[src/mtf_pkg.sv]
// ----------------------------------------------------------------------------
// mtf_pkg: shared types for the move-to-front LRU cache
// Request and response words, the per-slot entry word and the control
// broadcast that every cell of the row sees.
// ----------------------------------------------------------------------------
package mtf_pkg;

	localparam int KEY_W = 32;
	localparam int PAY_W = 32;

	typedef enum logic {
		ACT_LOOKUP = 1'b0,
		ACT_INSERT = 1'b1
	} action_t;

	typedef struct packed {
		action_t            action;
		logic [KEY_W-1:0]   key;
		logic [PAY_W-1:0]   payload;
	} req_t;

	typedef struct packed {
		logic               hit;
		logic [PAY_W-1:0]   found_payload;
		logic               released_valid;
		logic [PAY_W-1:0]   released_payload;
	} rsp_t;

	typedef struct packed {
		logic               valid;
		logic [KEY_W-1:0]   key;
		logic [PAY_W-1:0]   payload;
	} entry_t;

	// Broadcast to every cell during the update cycle.
	typedef struct packed {
		logic               active;
		logic               hit;
		logic               insert;
		logic [KEY_W-1:0]   key;
	} cell_ctl_t;

endpackage

[src/mtf_cell.sv]
// ----------------------------------------------------------------------------
// mtf_cell: one slot of the ordered cache row
// Holds one entry, compares it with the request key, passes the first-match
// flag and the matched payload down the row, and loads its upper neighbor.
// ----------------------------------------------------------------------------
module mtf_cell (
	input  logic                        clk,
	input  logic                        arst_n,
	input  mtf_pkg::cell_ctl_t          ctl,
	input  mtf_pkg::entry_t             prev,
	input  logic                        found_in,
	input  logic [mtf_pkg::PAY_W-1:0]   sel_in,
	output mtf_pkg::entry_t             entry,
	output logic                        found_out,
	output logic [mtf_pkg::PAY_W-1:0]   sel_out
);
	import mtf_pkg::*;

	entry_t entry_q;
	logic   match;
	logic   first;
	logic   load;

	assign match     = entry_q.valid && (entry_q.key == ctl.key);
	assign first     = match && !found_in;
	assign found_out = found_in || match;
	assign sel_out   = sel_in | (first ? entry_q.payload : '0);

	// On a hit, every slot up to the matched one shifts back; on an insert
	// miss, every slot shifts back.
	assign load = ctl.active && (ctl.hit ? !found_in : ctl.insert);

	always_ff @(posedge clk or negedge arst_n) begin
		if (!arst_n) begin
			entry_q <= '0;
		end else if (load) begin
			entry_q <= prev;
		end
	end

	assign entry = entry_q;

endmodule

[src/move_to_front_lru_cache.sv]
// ----------------------------------------------------------------------------
// move_to_front_lru_cache: fully associative cache kept in recency order
// A row of cells, front first. Lookups and inserts compare all slots at
// once, move the hit entry to the front or push a new one in at the front.
// ----------------------------------------------------------------------------
// Timing: the request register takes the word at the accepting edge; the cell
//   row updates and the result register loads done and the word at the end of
//   the update cycle.
// Handshake: no new word is taken while busy is high; busy is high during the
//   update cycle, when the compare and priority chain runs across the cell row.
// Reset: arst_n empties the cache (all slots cleared) and drops any request.
// The receiver cannot stall: each result word is shown for one cycle only.
module move_to_front_lru_cache #(
	parameter int ENTRIES = 8
) (
	input  logic            clk,
	input  logic            arst_n,
	input  logic            start,
	output logic            busy,
	input  mtf_pkg::req_t   req,
	output logic            done,
	output mtf_pkg::rsp_t   rsp
);
	import mtf_pkg::*;

	// Request register: hold the accepted word for the update cycle.
	req_t               req_q;
	logic               req_valid_q;

	// Row wiring: entries, first-match chain, matched-payload chain.
	entry_t             ent    [ENTRIES];
	entry_t             prev_w [ENTRIES];
	logic               found_c[ENTRIES+1];
	logic [PAY_W-1:0]   sel_c  [ENTRIES+1];
	logic [ENTRIES-1:0] valid_vec;

	cell_ctl_t          ctl;
	entry_t             front;
	logic               hit;
	logic               insert;
	logic [PAY_W-1:0]   matched;
	entry_t             last;
	rsp_t               rsp_d;
	rsp_t               rsp_q;
	logic               done_q;

	assign busy = req_valid_q;

	always_ff @(posedge clk or negedge arst_n) begin
		if (!arst_n) begin
			req_valid_q <= 1'b0;
		end else begin
			req_valid_q <= start && !busy;
		end
	end

	always_ff @(posedge clk) begin
		if (start && !busy) begin
			req_q <= req;
		end
	end

	// Control broadcast; hit comes out of the end of the match chain.
	assign hit     = found_c[ENTRIES];
	assign matched = sel_c[ENTRIES];
	assign insert  = (req_q.action == ACT_INSERT);
	assign last    = ent[ENTRIES-1];

	always_comb begin
		ctl.active = req_valid_q;
		ctl.hit    = hit;
		ctl.insert = insert;
		ctl.key    = req_q.key;
	end

	// Word entering the front slot: the hit entry (new payload on insert)
	// or the freshly inserted key.
	always_comb begin
		front.valid   = 1'b1;
		front.key     = req_q.key;
		front.payload = (hit && !insert) ? matched : req_q.payload;
	end

	assign found_c[0] = 1'b0;
	assign sel_c[0]   = '0;

	for (genvar g = 0; g < ENTRIES; g++) begin : g_row
		if (g == 0) begin : g_head
			assign prev_w[g] = front;
		end else begin : g_body
			assign prev_w[g] = ent[g-1];
		end

		mtf_cell u_cell (
			.clk      (clk),
			.arst_n   (arst_n),
			.ctl      (ctl),
			.prev     (prev_w[g]),
			.found_in (found_c[g]),
			.sel_in   (sel_c[g]),
			.entry    (ent[g]),
			.found_out(found_c[g+1]),
			.sel_out  (sel_c[g+1])
		);

		assign valid_vec[g] = ent[g].valid;
	end

	// Result word: the hit flag, the payload found by a lookup hit, and a replaced
	// payload on an insert hit or the evicted tail entry on an insert miss into a full cache.
	always_comb begin
		rsp_d.hit              = hit;
		rsp_d.found_payload    = (hit && !insert) ? matched : '0;
		rsp_d.released_valid   = insert && (hit || last.valid);
		rsp_d.released_payload = '0;
		if (insert) begin
			if (hit) begin
				rsp_d.released_payload = matched;
			end else if (last.valid) begin
				rsp_d.released_payload = last.payload;
			end
		end
	end

	always_ff @(posedge clk or negedge arst_n) begin
		if (!arst_n) begin
			done_q <= 1'b0;
		end else begin
			done_q <= req_valid_q;
		end
	end

	always_ff @(posedge clk) begin
		if (req_valid_q) begin
			rsp_q <= rsp_d;
		end
	end

	assign done = done_q;
	assign rsp  = rsp_q;

	// Every result follows an update cycle.
	a_done_after_update: assert property (@(posedge clk) disable iff (!arst_n)
		done |-> $past(busy))
		else $error("result without an update cycle");

	// Valid slots always form a prefix of the row.
	a_valid_prefix: assert property (@(posedge clk) disable iff (!arst_n)
		((valid_vec >> 1) & ~valid_vec) == '0)
		else $error("hole in the valid slots");

	// A release only comes from an insert, which leaves the front slot valid.
	a_release_front: assert property (@(posedge clk) disable iff (!arst_n)
		done && rsp.released_valid |-> ent[0].valid)
		else $error("release with an empty front slot");

	// A miss never returns a payload.
	a_miss_zero: assert property (@(posedge clk) disable iff (!arst_n)
		done && !rsp.hit |-> rsp.found_payload == '0)
		else $error("payload returned on a miss");

endmodule

[config.mk]
export PLATFORM = sky130hd
export DESIGN_NAME = move_to_front_lru_cache
export DESIGN_NICKNAME = d
export VERILOG_FILES = /design/src/mtf_pkg.sv /design/src/mtf_cell.sv /design/src/move_to_front_lru_cache.sv
export SDC_FILE = /design/constraint.sdc
export NUM_CORES = 1
export LEC_CHECK = 0
export ABC_AREA = 1
export BUFFER_PORTS_ARGS = -buffer_cell sky130_fd_sc_hd__buf_4
export CAP_MARGIN = 40
export CORE_MARGIN = 3
export CORE_UTILIZATION = 25
export DETAILED_ROUTE_END_ITERATION = 6
export PLACE_DENSITY = 0.51
export SYNTH_ARGS = -nofsm -noshare
export SYNTH_HDL_FRONTEND = slang
export SYNTH_HIERARCHICAL = 1
export SYNTH_SLANG_ARGS = --single-unit
export TNS_END_PERCENT = 30
[constraint.sdc]
create_clock -name clk -period 5.2 [get_ports clk]
set_input_delay 0.78 -clock clk [delete_from_list [all_inputs] [get_ports clk]]
set_output_delay 0.78 -clock clk [all_outputs]
set_load 0.02 [all_outputs]
==> impl_metrics.json <==
{
  "global_route_wire_length_before_repair_um": 150000,
  "antennaDiodeCount": 0,
  "hold_viol_final": 0,
  "grt_pass1_vias": 25179,
  "global_route_overflow": 0,
  "detail_route.iter0.violations": 1670,
  "syn-instance-count": 3702,
  "grt_antenna_before_repair": 1,
  "post_cts_buffers": 0,
  "setup-tns-final_ns": 0,
  "critical_path_arrival_ns": 4.97,
  "synth_top_cell_by_area": "sky130_fd_sc_hd__dfrtp_1",
  "postCtsResizedCells": 0,
  "initial_standard_cell_utilization_of_the_core_pct": 25.3,
  "netlist_area_sq_um": 33400,
  "synth.area.top_cells": "sky130_fd_sc_hd__dfrtp_1 39%, sky130_fd_sc_hd__mux2_2 12%, sky130_fd_sc_hd__edfxtp_1 12%",
  "postRouteAntennaNets": 0,
  "avgViaCountPerCell": 4.39,
  "filler_cell_count": 13850,
  "slew-limit-headroom_pct": 38.8,
  "worst-setup-path-type": "reg2reg",
  "unrepaired_setup_endpoints_after_global_routing": "no",
  "gp_routability_congestion": 0.767,
  "place.port_buffers": 135,
  "clock-skew-final_ns": 0.0309,
  "power_density_nw_per_um2": 441,
  "maximum_number_of_pins_on_one_net_before_global_route_repair": 106,
  "worst-slew-pin-transition_ns": 0.918,
  "design.portCount": 136,
  "ys.warnings.count": 6,
  "chipHeight_um": 371,
  "root_buffer": "sky130_fd_sc_hd__clkbuf_16",
  "tritoncts.num_buffers": 72,
  "cpPeakStageDelay_ns": 0.71,
  "number_of_distinct_standard_cells_referenced_by_the_synthesized_netlist": 27,
  "global_route.usage.total_pct": 14.0,
  "min_period_over_period_pct": 85.9,
  "crit_fanout": 85,
  "cts.clk_slew.worst_paths_ns": 0.07,
  "avgRoutedWirePerCell_um": 17.1,
  "cp-end-kind": "flop",
  "critPathMostFrequentCell": "sky130_fd_sc_hd__nand2_1",
  "synthToLayoutAreaGrowth_pct": 16.3,
  "die-area_sq_um": 138000,
  "cts_htree_levels": 3,
  "firstDrtPassIters": 5,
  "maxCapViolCount": 0,
  "multiInputGateArea_sq_um": 13100,
  "final.min_clock_period_ns": 4.47,
  "fmax_mhz": 224,
  "p_leak_uw": 0.0188,
  "drt_drc_violations_left": 0,
  "status": "finished clean",
  "cp.required_ns": 5.70,
  "hpwlAfterDp_um": 61700,
  "maxSlewViolCount": 0,
  "worst_setup_path_start_kind": "flop",
  "tritoncts": "done",
  "cts.sinks": 653,
  "rows": 133,
  "ys_ff_latch": 653,
  "nets": 3922,
  "die-width_um": 371,
  "irDropWorstVdd_mv": 0.220,
  "timing.hold.worst.class": "in2async",
  "share_of_layout_cells_above_drive_strength_1_pct": 21.7,
  "routed-via-count": 24912,
  "synth_top_area_share_pct": 39.1,
  "cp_slowest_cell": "sky130_fd_sc_hd__edfxtp_1",
  "worstSkewPairLatency_ns": 0.65,
  "whs_ns": 0.167,
  "routed_wl_um": 97100,
  "syn_avg_cell_area_sq_um": 9.02,
  "core_area_sq_um": 132000,
  "sequential_share_of_the_synthesized_area_pct": 50.9,
  "cts_hold_repair.buffers": 0,
  "area.sequential_sq_um": 17000,
  "cts.path.max_buffers": 3,
  "setup_viol": 0
}
where the power goes:
| part | internal, uW | switching (uW) | total, uW |
|---|---|---|---|
| Clock | 3070 | 2200 | 5280 |
| Combinational | 1790 | 1760 | 3550 |
| Sequential | 6910 | 1390 | 8300 |
path summary, 6_finish.rpt:
| kind | startpoint | depth (start not counted) | slack (ns) | to |
|---|---|---|---|---|
| hold / removal | arst_n | 1 | 0.17 | g_row[0].u_cell/entry[59] |
| max in group asynchronous | arst_n | 2 | 3.81 | g_row[5].u_cell/entry[29] |
| min in group clk | req[64] | 1 | 0.31 | insert |
| hold reg to reg | ctl[20] | 1 | 0.50 | g_row[0].u_cell/entry[52] |
| setup / recovery | ctl[1] | 28 | 0.73 | g_row[0].u_cell/entry[51] |
| setup reg to reg | ctl[1] | 28 | 0.73 | g_row[0].u_cell/entry[51] |
cell usage in the layout (no fill, tap or decap):
cell type                    Yosys  final
sky130_fd_sc_hd__a21oi_1       192    192
sky130_fd_sc_hd__buf_12          0     14
sky130_fd_sc_hd__buf_16          0      3
sky130_fd_sc_hd__buf_4           9    195
sky130_fd_sc_hd__buf_8           1      1
sky130_fd_sc_hd__bufinv_16       0      4
sky130_fd_sc_hd__clkbuf_1        1     20
sky130_fd_sc_hd__clkbuf_16       0     75
sky130_fd_sc_hd__clkbuf_8        0     14
sky130_fd_sc_hd__clkinv_1        0      3
sky130_fd_sc_hd__clkinv_2        0      9
sky130_fd_sc_hd__clkinv_8        0      3
sky130_fd_sc_hd__clkinvlp_2      0      2
sky130_fd_sc_hd__clkinvlp_4      0      1
sky130_fd_sc_hd__conb_1          2     35
sky130_fd_sc_hd__dfrtp_1       522    521
sky130_fd_sc_hd__dfrtp_4         0      1
sky130_fd_sc_hd__edfxtp_1      131    131
sky130_fd_sc_hd__inv_1         521    521
sky130_fd_sc_hd__inv_16          0      1
sky130_fd_sc_hd__inv_2          88     88
sky130_fd_sc_hd__inv_4           2      2
sky130_fd_sc_hd__inv_6           0      2
sky130_fd_sc_hd__mux2_2        360    360
sky130_fd_sc_hd__nand2_1       824    823
sky130_fd_sc_hd__nand2_2        16     16
sky130_fd_sc_hd__nand2_4         1      2
sky130_fd_sc_hd__nand3_1        48     48
sky130_fd_sc_hd__nand4_1       272    272
sky130_fd_sc_hd__nor2_1        395    394
sky130_fd_sc_hd__nor2_2         24     24
sky130_fd_sc_hd__nor2_4          0      1
sky130_fd_sc_hd__nor2_8          8      8
sky130_fd_sc_hd__o211ai_4        0      8
sky130_fd_sc_hd__o21ai_0        10     10
sky130_fd_sc_hd__o21ai_1        46     46
sky130_fd_sc_hd__or2_2          16     16
sky130_fd_sc_hd__xnor2_1        48     48
Yosys cell counts:
cell / n
sky130_fd_sc_hd__nor2_2: 24
sky130_fd_sc_hd__conb_1: 2
sky130_fd_sc_hd__clkbuf_1: 1
sky130_fd_sc_hd__nand3_1: 48
sky130_fd_sc_hd__buf_2: 99
sky130_fd_sc_hd__nor2_1: 395
sky130_fd_sc_hd__xnor2_1: 48
sky130_fd_sc_hd__nand2_1: 824
sky130_fd_sc_hd__edfxtp_1: 131
sky130_fd_sc_hd__o21ai_0: 10
sky130_fd_sc_hd__buf_6: 57
sky130_fd_sc_hd__inv_2: 88
sky130_fd_sc_hd__buf_4: 9
sky130_fd_sc_hd__nand2_4: 1
sky130_fd_sc_hd__dfrtp_1: 522
sky130_fd_sc_hd__inv_4: 2
sky130_fd_sc_hd__or2_2: 16
sky130_fd_sc_hd__clkbuf_2: 1
sky130_fd_sc_hd__o21ai_1: 46
sky130_fd_sc_hd__a21oi_1: 192
sky130_fd_sc_hd__o211ai_2: 8
sky130_fd_sc_hd__nand4_1: 272
sky130_fd_sc_hd__buf_8: 1
sky130_fd_sc_hd__inv_1: 521
sky130_fd_sc_hd__mux2_2: 360
sky130_fd_sc_hd__nand2_2: 16
sky130_fd_sc_hd__nor2_8: 8
kinds of logic (layout without fill, tap and decap cells):
logic type,after synthesis,count (layout),share of synthesized area (%)
and+or+nand+nor,1604,1604,21.1
buffers and inverters,779,958,10.6
DFF,653,653,50.9
muxes,360,360,12.1
AOI/OAI and AO/OA,256,256,4.02
xor gates and xnor gates,48,48,1.26
other,2,35,0.0225
sequential cells by signal, indices dropped and copies added (netlist names):
| name | flops |
|---|---|
| busy | 1 |
| g_row.u_cell/entry | 520 |
| done | 1 |
| ctl | 32 |
| req_q | 32 |
| insert | 1 |
| rsp | 66 |
layout make-up:
cell class | instances | area share (%)
flip-flops and latches | 653 | 43.8
multi-input cells | 2303 | 33.7
inverters | 611 | 5.92
well taps | 1755 | 5.65
clock buffers | 109 | 5.52
repair buffers | 213 | 4.74
clock inverters | 25 | 0.722
metrics by stage:
stage / area [sq um] / setup slack, ns / utilization [%] / power [uW] / std cells
global placement: 36300 / 0.775 / 27.5 / 11900 / 5532
global route: 38800 / 0.375 / 29.4 / 18200 / 5669
floorplan: 33500 / 0.0930 / - / 10700 / 3735
CTS: 38800 / 0.777 / 29.4 / 17300 / 5669
detailed placement: 36400 / 0.805 / 27.6 / 12000 / 5535
finish: 38800 / 0.733 / 29.4 / 17100 / 5669
worst max-delay path, delay by kind of cell, from the launching register on:
family | cells | cell delay, ns
AND/OR/NAND/NOR | 16 | 1.76
buffers and inverters | 10 | 1.20
flip-flops | 1 | 0.71
multiplexers | 1 | 0.37
AO/OA/AOI/OAI | 1 | 0.12
routing by layer:
layer  up-vias  part of all wire (%)  global-route usage, %
li1      12117                     -                      -
met1     12203                    43                   17.6
met3       132                   4.0                   1.89
met2       458                    51                   24.8
met4         2                   2.3                   4.13
met5         -                 0.018                      0
Power figures use the tool's default switching activity.
